## config.mk

```make
export PLATFORM = sky130hd
export DESIGN_NAME = button_click_detector_flat
export DESIGN_NICKNAME = d
export VERILOG_FILES = /design/src/rtl/bcd_pkg.sv /design/src/rtl/bcd_in_if.sv /design/src/rtl/bcd_out_if.sv /design/src/rtl/bcd_lane.sv /design/src/rtl/bcd_rr_pick.sv /design/src/rtl/bcd_out_buf.sv /design/src/rtl/button_click_detector.sv /design/src/flat_wrapper.sv
export SDC_FILE = /design/constraint.sdc
export NUM_CORES = 2
export LEC_CHECK = 0
export BUFFER_PORTS_ARGS = -buffer_cell sky130_fd_sc_hd__buf_2
export CORE_AREA = 2 2 297 592
export DETAILED_ROUTE_END_ITERATION = 16
export DIE_AREA = 0 0 299 594
export PLACE_DENSITY = 0.71
export SETUP_SLACK_MARGIN = 0.3
export SLEW_MARGIN = 10
export SYNTH_ARGS = -nofsm -noshare
export SYNTH_HDL_FRONTEND = slang
export SYNTH_HIERARCHICAL = 1
export SYNTH_SLANG_ARGS = --single-unit
```

## constraint.sdc

```tcl
create_clock -name clk -period 4.4 [get_ports clk]
set_clock_uncertainty 0.1 [all_clocks]
set_input_delay 0.22 -clock clk [delete_from_list [all_inputs] [get_ports clk]]
set_output_delay 0.22 -clock clk [all_outputs]
set_load 0.01 [all_outputs]
```

## src/rtl/bcd_pkg.sv

```systemverilog
// Shared types and constants of the button click detector.
`timescale 1ns / 1ps
package bcd_pkg;

  typedef enum logic [2:0] {
    MODE_TICK  = 3'd0,
    MODE_BLOCK = 3'd1,
    MODE_BTIME = 3'd2,
    MODE_FETCH = 3'd3,
    MODE_QUERY = 3'd4
  } mode_t;

  typedef enum logic [1:0] {
    MSG_NONE   = 2'd0,
    MSG_CLICK  = 2'd1,
    MSG_DOUBLE = 2'd2
  } msg_t;

  localparam logic [15:0] DBL_WINDOW_RESET = 16'd200;
  localparam int unsigned LEVEL_BITS = 8;

  typedef struct packed {
    logic        tick;
    logic        level;
    logic [15:0] dt;
    logic [15:0] window;
    logic        set_once;
    logic        load_blk;
    logic [31:0] blk;
    logic        clr_msg;
  } lane_ctrl_t;

  typedef struct packed {
    logic [7:0]  pressed_mask;
    msg_t        msg_code;
    logic [2:0]  msg_pin;
    logic [31:0] press_ticks_now;
    logic [31:0] press_ticks_last;
  } result_t;

endpackage

```

## src/rtl/bcd_in_if.sv

```systemverilog
// Input channel of the button click detector: tick and command beats.
`timescale 1ns / 1ps
interface bcd_in_if;
  logic        valid;
  logic        ready;
  logic [2:0]  mode;
  logic [15:0] elapsed_ticks;
  logic [7:0]  pressed_levels;
  logic [2:0]  pin_index;
  logic [31:0] block_ticks;

  modport source (
    output valid, mode, elapsed_ticks, pressed_levels, pin_index, block_ticks,
    input  ready
  );
  modport sink (
    input  valid, mode, elapsed_ticks, pressed_levels, pin_index, block_ticks,
    output ready
  );
endinterface

```

## src/rtl/bcd_out_if.sv

```systemverilog
// Result channel of the button click detector.
`timescale 1ns / 1ps
interface bcd_out_if;
  logic        valid;
  logic        ready;
  logic [7:0]  pressed_mask;
  logic [1:0]  msg_code;
  logic [2:0]  msg_pin;
  logic [31:0] press_ticks_now;
  logic [31:0] press_ticks_last;

  modport source (
    output valid, pressed_mask, msg_code, msg_pin, press_ticks_now, press_ticks_last,
    input  ready
  );
  modport sink (
    input  valid, pressed_mask, msg_code, msg_pin, press_ticks_now, press_ticks_last,
    output ready
  );
endinterface

```

## src/rtl/bcd_lane.sv

```systemverilog
// Per-button lane: press, release and block timers and the posted message.
`timescale 1ns / 1ps
module bcd_lane (
  input  logic               clk,
  input  logic               rst_n,
  input  bcd_pkg::lane_ctrl_t ctrl,
  output bcd_pkg::msg_t      msg_o,
  output logic [31:0]        press_o,
  output logic [31:0]        last_o
);

  logic [31:0]    press_r, press_nxt;
  logic [31:0]    rel_r, rel_nxt;
  logic [31:0]    last_r, last_nxt;
  logic [31:0]    sup_r, sup_nxt;
  logic           prev_r, prev_nxt;
  logic           once_r, once_nxt;
  bcd_pkg::msg_t  msg_r, msg_nxt;

  logic [31:0]    dt32;
  logic [31:0]    sup_dec;
  logic [32:0]    press_sum;
  logic [32:0]    rel_sum;
  logic           edge_seen;
  bcd_pkg::msg_t  edge_msg;

  assign dt32      = {16'd0, ctrl.dt};
  assign sup_dec   = (sup_r > dt32) ? (sup_r - dt32) : 32'd0;
  assign press_sum = {1'b0, press_r} + {17'd0, ctrl.dt};
  assign rel_sum   = {1'b0, rel_r} + {17'd0, ctrl.dt};
  assign edge_seen = ctrl.level != prev_r;

  always_comb begin
    // Pick the message an edge posts before suppression.
    if (ctrl.level) begin
      if ((rel_r != 32'd0) && (rel_r < {16'd0, ctrl.window})) begin
        edge_msg = bcd_pkg::MSG_DOUBLE;
      end else begin
        edge_msg = bcd_pkg::MSG_NONE;
      end
    end else begin
      edge_msg = bcd_pkg::MSG_CLICK;
    end
    if (once_r || (sup_dec != 32'd0)) begin
      edge_msg = bcd_pkg::MSG_NONE;
    end
  end

  always_comb begin
    press_nxt = press_r;
    rel_nxt   = rel_r;
    last_nxt  = last_r;
    sup_nxt   = sup_r;
    prev_nxt  = prev_r;
    once_nxt  = once_r;
    msg_nxt   = msg_r;
    if (ctrl.tick) begin
      sup_nxt = sup_dec;
      if (edge_seen) begin
        msg_nxt  = edge_msg;
        once_nxt = 1'b0;
        prev_nxt = ctrl.level;
        if (ctrl.level) begin
          rel_nxt   = 32'd0;
          press_nxt = 32'd1;
        end else begin
          last_nxt  = press_r;
          press_nxt = 32'd0;
          rel_nxt   = 32'd1;
        end
      end else if (ctrl.level) begin
        press_nxt = press_sum[32] ? 32'hFFFF_FFFF : press_sum[31:0];
      end else begin
        rel_nxt = rel_sum[32] ? 32'hFFFF_FFFF : rel_sum[31:0];
      end
    end
    if (ctrl.set_once) begin
      once_nxt = 1'b1;
    end
    if (ctrl.load_blk) begin
      sup_nxt = ctrl.blk;
    end
    if (ctrl.clr_msg) begin
      msg_nxt = bcd_pkg::MSG_NONE;
    end
  end

  always_ff @(posedge clk) begin
    if (!rst_n) begin
      press_r <= '0;
      rel_r   <= '0;
      last_r  <= '0;
      sup_r   <= '0;
      prev_r  <= 1'b0;
      once_r  <= 1'b0;
      msg_r   <= bcd_pkg::MSG_NONE;
    end else begin
      press_r <= press_nxt;
      rel_r   <= rel_nxt;
      last_r  <= last_nxt;
      sup_r   <= sup_nxt;
      prev_r  <= prev_nxt;
      once_r  <= once_nxt;
      msg_r   <= msg_nxt;
    end
  end

  assign msg_o   = msg_r;
  assign press_o = press_r;
  assign last_o  = last_r;

endmodule

```

## src/rtl/bcd_rr_pick.sv

```systemverilog
// Merge stage: round-robin search for the next lane with a posted message.
`timescale 1ns / 1ps
module bcd_rr_pick #(
  parameter int NUM_PINS = 8,
  parameter int PW       = 3
) (
  input  logic [NUM_PINS-1:0] vld,
  input  logic [PW-1:0]       ptr,
  output logic                found,
  output logic [PW-1:0]       sel
);

  always_comb begin
    logic [PW:0] cand;
    found = 1'b0;
    sel   = ptr;
    // Walk from the far end so the nearest hit to the pointer wins.
    for (int j = NUM_PINS - 1; j >= 0; j--) begin
      cand = {1'b0, ptr} + (PW+1)'(j);
      if (cand >= (PW+1)'(NUM_PINS)) begin
        cand = cand - (PW+1)'(NUM_PINS);
      end
      if (vld[cand[PW-1:0]]) begin
        found = 1'b1;
        sel   = cand[PW-1:0];
      end
    end
  end

endmodule

```

## src/rtl/bcd_out_buf.sv

```systemverilog
// Two-entry result buffer that decouples the result side from the input side.
`timescale 1ns / 1ps
module bcd_out_buf (
  input  logic                clk,
  input  logic                rst_n,
  input  logic                push,
  input  bcd_pkg::result_t    push_data,
  output logic                space,
  output logic                out_valid,
  output bcd_pkg::result_t    out_data,
  input  logic                out_ready
);

  bcd_pkg::result_t slot_r [2];
  logic       wr_ptr_r, wr_ptr_nxt;
  logic       rd_ptr_r, rd_ptr_nxt;
  logic [1:0] count_r, count_nxt;
  logic       pop;

  assign space     = count_r != 2'd2;
  assign out_valid = count_r != 2'd0;
  assign out_data  = slot_r[rd_ptr_r];
  assign pop       = out_valid && out_ready;

  always_comb begin
    wr_ptr_nxt = wr_ptr_r ^ push;
    rd_ptr_nxt = rd_ptr_r ^ pop;
    count_nxt  = count_r + {1'b0, push} - {1'b0, pop};
  end

  always_ff @(posedge clk) begin
    if (push) begin
      slot_r[wr_ptr_r] <= push_data;
    end
  end

  always_ff @(posedge clk) begin
    if (!rst_n) begin
      wr_ptr_r <= 1'b0;
      rd_ptr_r <= 1'b0;
      count_r  <= 2'd0;
    end else begin
      wr_ptr_r <= wr_ptr_nxt;
      rd_ptr_r <= rd_ptr_nxt;
      count_r  <= count_nxt;
    end
  end

endmodule

```

## src/rtl/button_click_detector.sv

```systemverilog
// Top level of the button click and double-click detector.
// Each accepted input beat's result is registered into the result buffer.
// Throughput: one input beat per cycle while the result buffer has room.
// A two-entry result buffer keeps input beats flowing while results wait.
// Reset (synchronous, rst_n low) clears all timers, flags and messages and
// loads the double-click window with 200 ticks.
`timescale 1ns / 1ps
module button_click_detector #(
  parameter int NUM_PINS = 8
) (
  input  logic          clk,
  input  logic          rst_n,
  input  logic          cfg_wr_en,
  input  logic [15:0]   cfg_wr_data,
  bcd_in_if.sink        in_ch,
  bcd_out_if.source     out_ch
);

  // Lane index width; a single lane still gets one bit.
  localparam int PW = (NUM_PINS > 1) ? $clog2(NUM_PINS) : 1;

  logic [15:0]          window_r;
  logic [PW-1:0]        scan_ptr_r, scan_ptr_nxt;
  logic [7:0]           mask_r, mask_nxt;

  logic                 accept;
  logic                 buf_space;
  bcd_pkg::mode_t       mode;
  logic                 is_tick, is_block, is_btime, is_fetch, is_query;
  logic                 pin_ok;
  logic [PW-1:0]        pin_sel;

  bcd_pkg::lane_ctrl_t  lane_ctrl [NUM_PINS];
  bcd_pkg::msg_t        lane_msg  [NUM_PINS];
  logic [31:0]          lane_press [NUM_PINS];
  logic [31:0]          lane_last  [NUM_PINS];
  logic [NUM_PINS-1:0]  msg_vld;
  logic [7:0]           pin_mask;

  logic                 pick_found;
  logic [PW-1:0]        pick_sel;

  bcd_pkg::result_t     res;
  bcd_pkg::result_t     buf_data;
  logic                 buf_valid;

  // Take a beat whenever the result buffer has room.
  assign in_ch.ready = buf_space;
  assign accept      = in_ch.valid && buf_space;

  assign mode     = bcd_pkg::mode_t'(in_ch.mode);
  assign is_tick  = mode == bcd_pkg::MODE_TICK;
  assign is_block = mode == bcd_pkg::MODE_BLOCK;
  assign is_btime = mode == bcd_pkg::MODE_BTIME;
  assign is_fetch = mode == bcd_pkg::MODE_FETCH;
  assign is_query = mode == bcd_pkg::MODE_QUERY;

  // Pin addresses past the last lane select nothing.
  assign pin_ok  = 32'(in_ch.pin_index) < 32'(NUM_PINS);
  assign pin_sel = PW'(in_ch.pin_index);

  // Per-pin lanes: each decodes its own share of the beat.
  for (genvar i = 0; i < NUM_PINS; i++) begin : g_lane
    logic lvl;
    logic hit;
    if (i < bcd_pkg::LEVEL_BITS) begin : g_lvl
      assign lvl = in_ch.pressed_levels[i];
    end else begin : g_nolvl
      assign lvl = 1'b0;
    end
    assign hit = accept && pin_ok && (32'(in_ch.pin_index) == 32'(i));

    always_comb begin
      lane_ctrl[i].tick     = accept && is_tick && (in_ch.elapsed_ticks != 16'd0);
      lane_ctrl[i].level    = lvl;
      lane_ctrl[i].dt       = in_ch.elapsed_ticks;
      lane_ctrl[i].window   = window_r;
      lane_ctrl[i].set_once = hit && is_block;
      lane_ctrl[i].load_blk = hit && is_btime;
      lane_ctrl[i].blk      = in_ch.block_ticks;
      lane_ctrl[i].clr_msg  = accept && is_fetch && pick_found
                              && (pick_sel == PW'(i));
    end

    bcd_lane u_lane (
      .clk     (clk),
      .rst_n   (rst_n),
      .ctrl    (lane_ctrl[i]),
      .msg_o   (lane_msg[i]),
      .press_o (lane_press[i]),
      .last_o  (lane_last[i])
    );

    assign msg_vld[i] = lane_msg[i] != bcd_pkg::MSG_NONE;
  end

  // Only lanes that exist and have a level bit land in the mask.
  for (genvar b = 0; b < 8; b++) begin : g_pmask
    assign pin_mask[b] = b < NUM_PINS;
  end

  // Merge: find the next posted message starting at the scan pointer.
  bcd_rr_pick #(
    .NUM_PINS (NUM_PINS),
    .PW       (PW)
  ) u_pick (
    .vld   (msg_vld),
    .ptr   (scan_ptr_r),
    .found (pick_found),
    .sel   (pick_sel)
  );

  always_comb begin
    mask_nxt     = mask_r;
    scan_ptr_nxt = scan_ptr_r;
    if (accept && is_tick && (in_ch.elapsed_ticks != 16'd0)) begin
      mask_nxt = in_ch.pressed_levels & pin_mask;
    end
    // Park the pointer on the button just served.
    if (accept && is_fetch && pick_found) begin
      scan_ptr_nxt = pick_sel;
    end
  end

  // Result of the beat: mask after its update, all else from state before it.
  always_comb begin
    res.pressed_mask     = mask_nxt;
    res.msg_code         = bcd_pkg::MSG_NONE;
    res.msg_pin          = 3'd0;
    res.press_ticks_now  = 32'd0;
    res.press_ticks_last = 32'd0;
    if (is_fetch && pick_found) begin
      res.msg_code = lane_msg[pick_sel];
      res.msg_pin  = 3'(pick_sel);
    end
    if (is_query && pin_ok) begin
      res.press_ticks_now  = lane_press[pin_sel];
      res.press_ticks_last = lane_last[pin_sel];
    end
  end

  always_ff @(posedge clk) begin
    if (!rst_n) begin
      window_r   <= bcd_pkg::DBL_WINDOW_RESET;
      scan_ptr_r <= '0;
      mask_r     <= 8'd0;
    end else begin
      if (cfg_wr_en) begin
        window_r <= cfg_wr_data;
      end
      scan_ptr_r <= scan_ptr_nxt;
      mask_r     <= mask_nxt;
    end
  end

  bcd_out_buf u_obuf (
    .clk       (clk),
    .rst_n     (rst_n),
    .push      (accept),
    .push_data (res),
    .space     (buf_space),
    .out_valid (buf_valid),
    .out_data  (buf_data),
    .out_ready (out_ch.ready)
  );

  assign out_ch.valid            = buf_valid;
  assign out_ch.pressed_mask     = buf_data.pressed_mask;
  assign out_ch.msg_code         = buf_data.msg_code;
  assign out_ch.msg_pin          = buf_data.msg_pin;
  assign out_ch.press_ticks_now  = buf_data.press_ticks_now;
  assign out_ch.press_ticks_last = buf_data.press_ticks_last;

`ifndef NO_ASSERTIONS
  // A served message is gone from its lane after the fetch beat.
  a_fetch_clears: assert property (@(posedge clk) disable iff (!rst_n)
    accept && is_fetch && pick_found |=> !msg_vld[$past(pick_sel)])
    else $error("fetched message still posted");

  // A tick with zero elapsed does not resample the mask.
  a_zero_tick_hold: assert property (@(posedge clk) disable iff (!rst_n)
    accept && is_tick && (in_ch.elapsed_ticks == 16'd0) |=> $stable(mask_r))
    else $error("mask changed on zero-elapsed tick");

  // The scan pointer always addresses an existing lane.
  a_ptr_range: assert property (@(posedge clk) disable iff (!rst_n)
    32'(scan_ptr_r) < 32'(NUM_PINS))
    else $error("scan pointer out of range");

  // No beat is taken when the buffer is full; a full, undrained one stays valid.
  a_no_overrun: assert property (@(posedge clk) disable iff (!rst_n)
    buf_valid && !out_ch.ready && !buf_space |=> buf_valid)
    else $error("result buffer lost a beat");
`endif

endmodule
```

## src/flat_wrapper.sv

```systemverilog
// flat-port wrapper written by rule: the top's interface ports become plain ports
module button_click_detector_flat 
#(
  parameter int NUM_PINS = 8
)
  (clk, rst_n, cfg_wr_en, cfg_wr_data, in_ch_valid, in_ch_mode, in_ch_elapsed_ticks, in_ch_pressed_levels, in_ch_pin_index, in_ch_block_ticks, in_ch_ready, out_ch_valid, out_ch_pressed_mask, out_ch_msg_code, out_ch_msg_pin, out_ch_press_ticks_now, out_ch_press_ticks_last, out_ch_ready);
  bcd_in_if in_ch_i ();
  bcd_out_if out_ch_i ();
  input  logic clk;
  input  logic rst_n;
  input  logic cfg_wr_en;
  input  logic [15:0] cfg_wr_data;
  input wire logic [$bits(in_ch_i.valid)-1:0] in_ch_valid;
  input wire logic [$bits(in_ch_i.mode)-1:0] in_ch_mode;
  input wire logic [$bits(in_ch_i.elapsed_ticks)-1:0] in_ch_elapsed_ticks;
  input wire logic [$bits(in_ch_i.pressed_levels)-1:0] in_ch_pressed_levels;
  input wire logic [$bits(in_ch_i.pin_index)-1:0] in_ch_pin_index;
  input wire logic [$bits(in_ch_i.block_ticks)-1:0] in_ch_block_ticks;
  output wire logic [$bits(in_ch_i.ready)-1:0] in_ch_ready;
  output wire logic [$bits(out_ch_i.valid)-1:0] out_ch_valid;
  output wire logic [$bits(out_ch_i.pressed_mask)-1:0] out_ch_pressed_mask;
  output wire logic [$bits(out_ch_i.msg_code)-1:0] out_ch_msg_code;
  output wire logic [$bits(out_ch_i.msg_pin)-1:0] out_ch_msg_pin;
  output wire logic [$bits(out_ch_i.press_ticks_now)-1:0] out_ch_press_ticks_now;
  output wire logic [$bits(out_ch_i.press_ticks_last)-1:0] out_ch_press_ticks_last;
  input wire logic [$bits(out_ch_i.ready)-1:0] out_ch_ready;
  assign in_ch_i.valid = in_ch_valid;
  assign in_ch_i.mode = in_ch_mode;
  assign in_ch_i.elapsed_ticks = in_ch_elapsed_ticks;
  assign in_ch_i.pressed_levels = in_ch_pressed_levels;
  assign in_ch_i.pin_index = in_ch_pin_index;
  assign in_ch_i.block_ticks = in_ch_block_ticks;
  assign in_ch_ready = in_ch_i.ready;
  assign out_ch_valid = out_ch_i.valid;
  assign out_ch_pressed_mask = out_ch_i.pressed_mask;
  assign out_ch_msg_code = out_ch_i.msg_code;
  assign out_ch_msg_pin = out_ch_i.msg_pin;
  assign out_ch_press_ticks_now = out_ch_i.press_ticks_now;
  assign out_ch_press_ticks_last = out_ch_i.press_ticks_last;
  assign out_ch_i.ready = out_ch_ready;
  button_click_detector #(.NUM_PINS(NUM_PINS)) u_core (.clk(clk), .rst_n(rst_n), .cfg_wr_en(cfg_wr_en), .cfg_wr_data(cfg_wr_data), .in_ch(in_ch_i), .out_ch(out_ch_i));
endmodule
```

# ---- Yosys cells after proc, flatten, opt, wreduce, memory -nomap -nowiden
# Memory sizes are Yosys's and may differ from the RTL's. A register that Yosys moved wholly into a read port is not among the register bits.
# Index checks and enable logic that the tools add are counted.
dict set report totals {
  elab_cells 541
  mem_count 1
  regBits 1087
  mem_bits_rw 154
}
dict set report classes {
  n_eq_ne 35
  n_addsub 41
  n_mux 191
  reduce_logical 164
  bitwise_logic 13
  magnitude_cmp 34
}
# memory words word_bits read_ports rd_ports_with_merged_regs wr line
set mem_list {}
lappend mem_list {u_core.u_obuf.slot_r 2 77 1 1 1 bcd_out_buf.sv:14} ;# bcd_pkg::result_t slot_r [2];
# op n
set ops {}
lappend ops {{$mux W32} 76}
lappend ops {{$add A32 B16 Y33} 16}
lappend ops {{$reduce_bool A32 Y1} 16}
lappend ops {{$gt A32 B16 Y1} 8}
lappend ops {{$lt A32 B16 Y1} 8}
lappend ops {{$sub A32 B16 Y32} 8}
lappend ops {{$bmux W32 S3} 2}
lappend ops {{$reduce_bool A2 Y1} 41}
lappend ops {{$mux W64} 1}
lappend ops {{$reduce_and A2 Y1} 32}
lappend ops {{$mux W1} 59}
lappend ops {{$mux W2} 26}
lappend ops {{$mux W3} 16}
lappend ops {{$logic_and A1 B1 Y1} 47}
lappend ops {{$ge A4 B4 Y1 const B} 9}
lappend ops {{$lt A3 B4 Y1 const B} 8}
lappend ops {{$eq A3 B3 Y1 const B} 9}
lappend ops {{$bmux W1 S3} 8}
lappend ops {{$reduce_and A3 Y1} 8}
lappend ops {{$sub A3 B1 Y3 const B} 8}
lappend ops {{$eq A3 B2 Y1 const B} 6}
lappend ops {{$add A3 B3 Y4 const B} 4}
lappend ops {{$ne A2 B1 Y1 const B} 8}
lappend ops {{$reduce_bool A16 Y1} 1}
lappend ops {{other kinds (17)} 53}

# ---- Logic depth before layout (Yosys ltp)
dict set report logic_depth {
  depth_word 18
  ltp_mapped 20
}

# ---- Cells and area by module
# Netlist, hierarchy kept.
# module cells_each area_per_inst_um2 n_inst seq_area_each_um2
set by_module_without_submodules {}
lappend by_module_without_submodules {{bcd_lane at u_core.g_lane[0].u_lane ...} 1233 9215.1 5 2642.5}
lappend by_module_without_submodules {{bcd_lane at u_core.g_lane[7].u_lane} 1226 9290.2 1 2642.5}
lappend by_module_without_submodules {{bcd_lane at u_core.g_lane[6].u_lane} 1203 9232.6 1 2642.5}
lappend by_module_without_submodules {{bcd_lane at u_core.g_lane[5].u_lane} 1177 9028.7 1 2642.5}
lappend by_module_without_submodules {bcd_out_buf 263 5930.7 1 4724.5}
lappend by_module_without_submodules {button_click_detector 478 5587.9 1 540.5}
lappend by_module_without_submodules {bcd_rr_pick 92 790.8 1 0.0}

# ---- Worst setup path before layout
# OpenSTA, ideal clock, no wires.
dict set report synth_timing {
  path_kind {register -> register}
  startpoint {register u_core.scan_ptr_r[1]}
  endpoint {register u_core.g_lane[6].u_lane.msg_r[0]}
  arrival_time_ps 4077
  setup_time_ps 62
  slack_ps 161
  path_stages_with_launch 17
  n_path_buf 3
  cell_sequence {dfxtp_1 -> buf_2 -> buf_2 -> inv_2 -> ha_1 -> mux4_2 -> mux2_4 -> or4_1 -> o31a_1 -> clkbuf_1 -> nand2b_1 -> nor2_1 -> nand2b_1 -> a2111o_1 -> a2111oi_0 -> nand3_1 -> nand3_1}
}
# item line
set synth_lines {}
lappend synth_lines {{start: declaration} button_click_detector.sv:23} ;# logic [PW-1:0] scan_ptr_r, scan_ptr_nxt;
lappend synth_lines {{start signal: assignment} button_click_detector.sv:151} ;# scan_ptr_r <= scan_ptr_nxt;
lappend synth_lines {{end signal: assignment} bcd_lane.sv:96} ;# msg_r <= bcd_pkg::MSG_NONE;
lappend synth_lines {{end signal: assignment} bcd_lane.sv:104} ;# msg_r <= msg_nxt;
lappend synth_lines {{end: declaration} bcd_lane.sv:18} ;# bcd_pkg::msg_t msg_r, msg_nxt;

==> impl_metrics.csv <==
group,metric,value,unit
setup_path,path_buf_inv,2,
power_and_ir_drop,seq_power_share,38.9,%
floorplanning,chipWidth,299,µm
cells_and_area,mostFrequentLayoutCell,"nand2_1",
power_and_ir_drop,pwr-share-comb,26.2,%
drt,drc,0,
setup_path,crit_arrival,4.69,ns
cells_and_area,instances_no_fill,13300,
drt,drt-met1-wl,118,mm
placed_design,hpwlAfterDp,282,mm
synthesis,syn_area_per_cell,8.10,µm²
setup_path,crit_chain,"or2_4, mux4_2, buf_4, mux2_2, o211ai_1, o21ai_1, xnor2_2, buf_6, nand2b_4, nor2_1, nand2b_4, a211oi_4, o211ai_1, or4_4, o31ai_2",
cts,clkSinkCount,1242,
cells_and_area,syn_to_final_growth,12.4,%
global_routing,antenna_found_initial,32,
cells_and_area,fill_cells,16000,
synthesis,yosysSeqAreaShare,30.7,%
drt,dr_wl_met3,30.7,mm
cts,clockBufferDepth,3,
run_status,status,"completed",
cts,cts_max_level,3,
global_routing,grt_overflow_total,0,
placed_design,dp_slack,-0.110,ns
placed_design,post_dp_cell_area,91400,µm²
global_routing,grt_pass1_vias,87300,
cells_and_area,final_nets,11500,
placed_design,io_buffer_count,161,
hold_path,min_path_cells,4,
setup_path,path_depth,15,
floorplanning,die-area,178000,µm²
setup_path,crit_family,"simple AND/OR/NAND/NOR gates",
power_and_ir_drop,switching_power,10.7,mW
hold_path,hold_class,"in2reg",
power_and_ir_drop,power.density,328,nW/µm²
synthesis,synth_top_area_share,25.3,%
timing,setup_ws,0.330,ns
cts,clock_latency,0.81,ns
drt,wl_met2,179,mm
drt,vias_per_cell,6.71,
synthesis,synth.distinct_cells,126,
cts,numCtsBuffers,117,
synthesis,synth_edf_count,154,
timing,drv_slew,0,
drt,drt_wl_total,382,mm
synthesis,syn_nets,11200,
drt,first_iter_violations,8194,
setup_path,slowest_delay,0.57,ns
timing,period_needed,4.07,ns
setup_path,cp_slowest_cell,"or4_4",
synthesis,synthCells,10600,
flow_run,cap_violations,0,
drt,num_vias,89400,
synthesis,synth-seq-cells,1242,
setup_path,critPathCaptureType,"flip-flop",
drt,highest_layer,"met5",
drt,detail_route.wl_per_cell,28.7,µm
cts,clk_pin_slew,0.07,ns
timing,finalHoldViolations,0,
floorplanning,num_rows,216,
cts,root_buffer,"clkbuf_16",
timing,slew_headroom,17.2,%
timing,setup_viol,0,
global_routing,grt_max_degree,81,
placed_design,place.gp.congestion,1.05,
timing,timing.hold.ws,0.0653,ns
setup_path,criticalPathCategory,"reg2reg",
setup_path,cp-start-kind,"flip-flop",
cells_and_area,final_area,96600,µm²
cells_and_area,layout_common_cells,"nand2_1, dfxtp_1, nor2_1",
setup_path,r2r-start,"u_core/g_lane[6].u_lane/msg_o[0]",
timing,finalCritPeriodShare,92.5,%
floorplanning,core_area,173000,µm²
setup_path,required,5.02,ns
floorplanning,die_h,594,µm
drt,dr.pass1.iters,8,
cts,cts_tree,"done",
power_and_ir_drop,leakage,40.2,nW
synthesis,mappedNetlistArea,85900,µm²
power_and_ir_drop,p_int,21.0,mW
hold_path,min_to,"u_core/scan_ptr_r[2]",
synthesis,synth.area.top_cells,"dfxtp_1, ha_1, nand2_1, edfxtp_1, a21oi_1",
power_and_ir_drop,p_sw_share,33.9,%
hold_path,hp-start,"in_ch_mode[2]",
timing,grt_setup_unrepaired,"false",
global_routing,track_usage,41.4,%
synthesis,yosysTopAreaCell,"dfxtp_1",
power_and_ir_drop,power,31.7,mW
timing,tightestPinTransition,1.24,ns
power_and_ir_drop,power_frac_clock,34.8,%
setup_path,r2r_end,"u_core/g_lane[5].u_lane/msg_o[0]",
cells_and_area,drive_gt1_share,11.9,%
timing,fmax,246,MHz
floorplanning,pin_count,162,
power_and_ir_drop,ir_drop,0.482,mV
setup_path,reg2reg_slack,0.33,ns
synthesis,async_flop_share,0,%
setup_path,cp_max_fo,10,
drt,detail-route-antenna-nets,0,
placed_design,dp.cells,13000,
synthesis,synth-main-ff-cell,"dfxtp_1",
floorplanning,initial_core_util,49.7,%
synthesis,ys.warnings.count,6,
global_routing,grt_pass1_wl,553,mm
setup_path,reg2reg_depth,15,
[logic make-up after synthesis]
family / count (synthesis) / share of synthesized area [%]
DFF: 1242 / 30.7
AOI/OAI and AO/OA: 3037 / 23.5
and+or+nand+nor: 4057 / 22.7
adders and majority gates: 550 / 8.22
muxes: 404 / 7.03
xor gates and xnor gates: 301 / 3.08
buffers and inverters: 1013 / 4.78
[metrics by stage]
step	util (%)	TNS (ns)
finish	55.8	0
global route	55.8	0
CTS	55.7	0
detailed placement	52.8	-0.253
global placement	52.8	-0.561
floorplan	-	0
[worst max path at each step]
stage,start,endpoint,slack (ns)
finish,u_core/g_lane[6].u_lane/msg_o[0],u_core/g_lane[5].u_lane/msg_o[0],0.33
global route,u_core/g_lane[1].u_lane/msg_o[1],u_core/g_lane[3].u_lane/msg_o[1],0.21
CTS,u_core/g_lane[6].u_lane/msg_o[0],u_core/g_lane[5].u_lane/msg_o[0],0.30
detailed placement,in_ch_elapsed_ticks[9],u_core/g_lane[2].u_lane/rel_r[20],-0.11
global placement,in_ch_elapsed_ticks[9],u_core/g_lane[2].u_lane/rel_r[20],-0.13
floorplan,u_core/scan_ptr_r[1],u_core/g_lane[6].u_lane/msg_o[0],0.32
[Yosys cell counts, types with 66 or more instances]
master,instances
nand2_1,1416
dfxtp_1,1088
nor2_1,969
a21oi_1,816
o21ai_0,665
ha_1,526
inv_1,457
clkbuf_1,407
nor3_1,315
nand3_1,252
a21o_1,189
xnor2_1,186
mux2i_1,162
and3_1,158
a31oi_1,157
edfxtp_1,154
nor4_1,148
mux4_2,139
o21a_1,119
nand4_1,118
xor2_1,114
a211oi_1,112
a21boi_0,110
nor2b_1,110
buf_2,89
or3_1,85
o211a_1,83
nand2b_1,79
a311oi_1,73
and2_1,69
o21bai_1,66
[flip-flops by register name (all words and copies together), names as in the netlist, 3 cells and up, named ones only]
name / flops
u_core/g_lane.u_lane/last_o: 256
u_core/g_lane.u_lane/sup_r: 256
u_core/g_lane.u_lane/msg_o: 16
u_core/g_lane.u_lane/once_r: 8
u_core/g_lane.u_lane/prev_r: 8
u_core/u_obuf/slot_r: 154
u_core/window_r: 16
u_core/scan_ptr_r: 3
u_core/g_lane.u_lane/press_o: 256
u_core/g_lane.u_lane/rel_r: 256
u_core/mask_r: 8
[tightest hold or removal path: cells and delay by family]
family                 cells  cell delay (ns)
and+or+nand+nor            1             0.24
AOI/OAI and AO/OA          2             0.26
buffers and inverters      1             0.23
[power groups by stage]
stage / clock network [mW] / logic (mW) / registers (mW)
final: 11.0 / 8.32 / 12.3
after global routing: 11.5 / 8.70 / 12.3
after CTS: 11.1 / 7.98 / 12.3
after detailed placement: 0 / 7.86 / 12.6
after global placement: 0 / 7.78 / 12.5
after floorplan: 0 / 5.03 / 12.3
[routing by layer]
| layer | track usage (%) | up-vias |
|---|---|---|
| met5 | 0 | - |
| met4 | 48.5 | 22 |
| met3 | 8.50 | 2155 |
| met2 | 69.4 | 5182 |
| met1 | 39.1 | 42500 |
| li1 | - | 39600 |
[area by class of cell]
type	instances	area (µm²)	share of cell area (%)
clock inverters	65	823	0.852
diodes	27	67.6	0.0700
well taps	2289	2860	2.97
inverters	476	1790	1.85
repair buffers	730	5730	5.94
multi-input cells	8349	55600	57.6
flip-flops and latches	1242	26400	27.4
clock buffers	156	3240	3.35
[timing repair]
action	in CTS	in global routing
hold buffers	86	0
buffers inserted	1	4
endpoints found under the hold margin	306	0
resized for setup	9	34
endpoints found under the setup margin	11	15
pin swaps	5	16
Power figures use the tool's default switching activity.
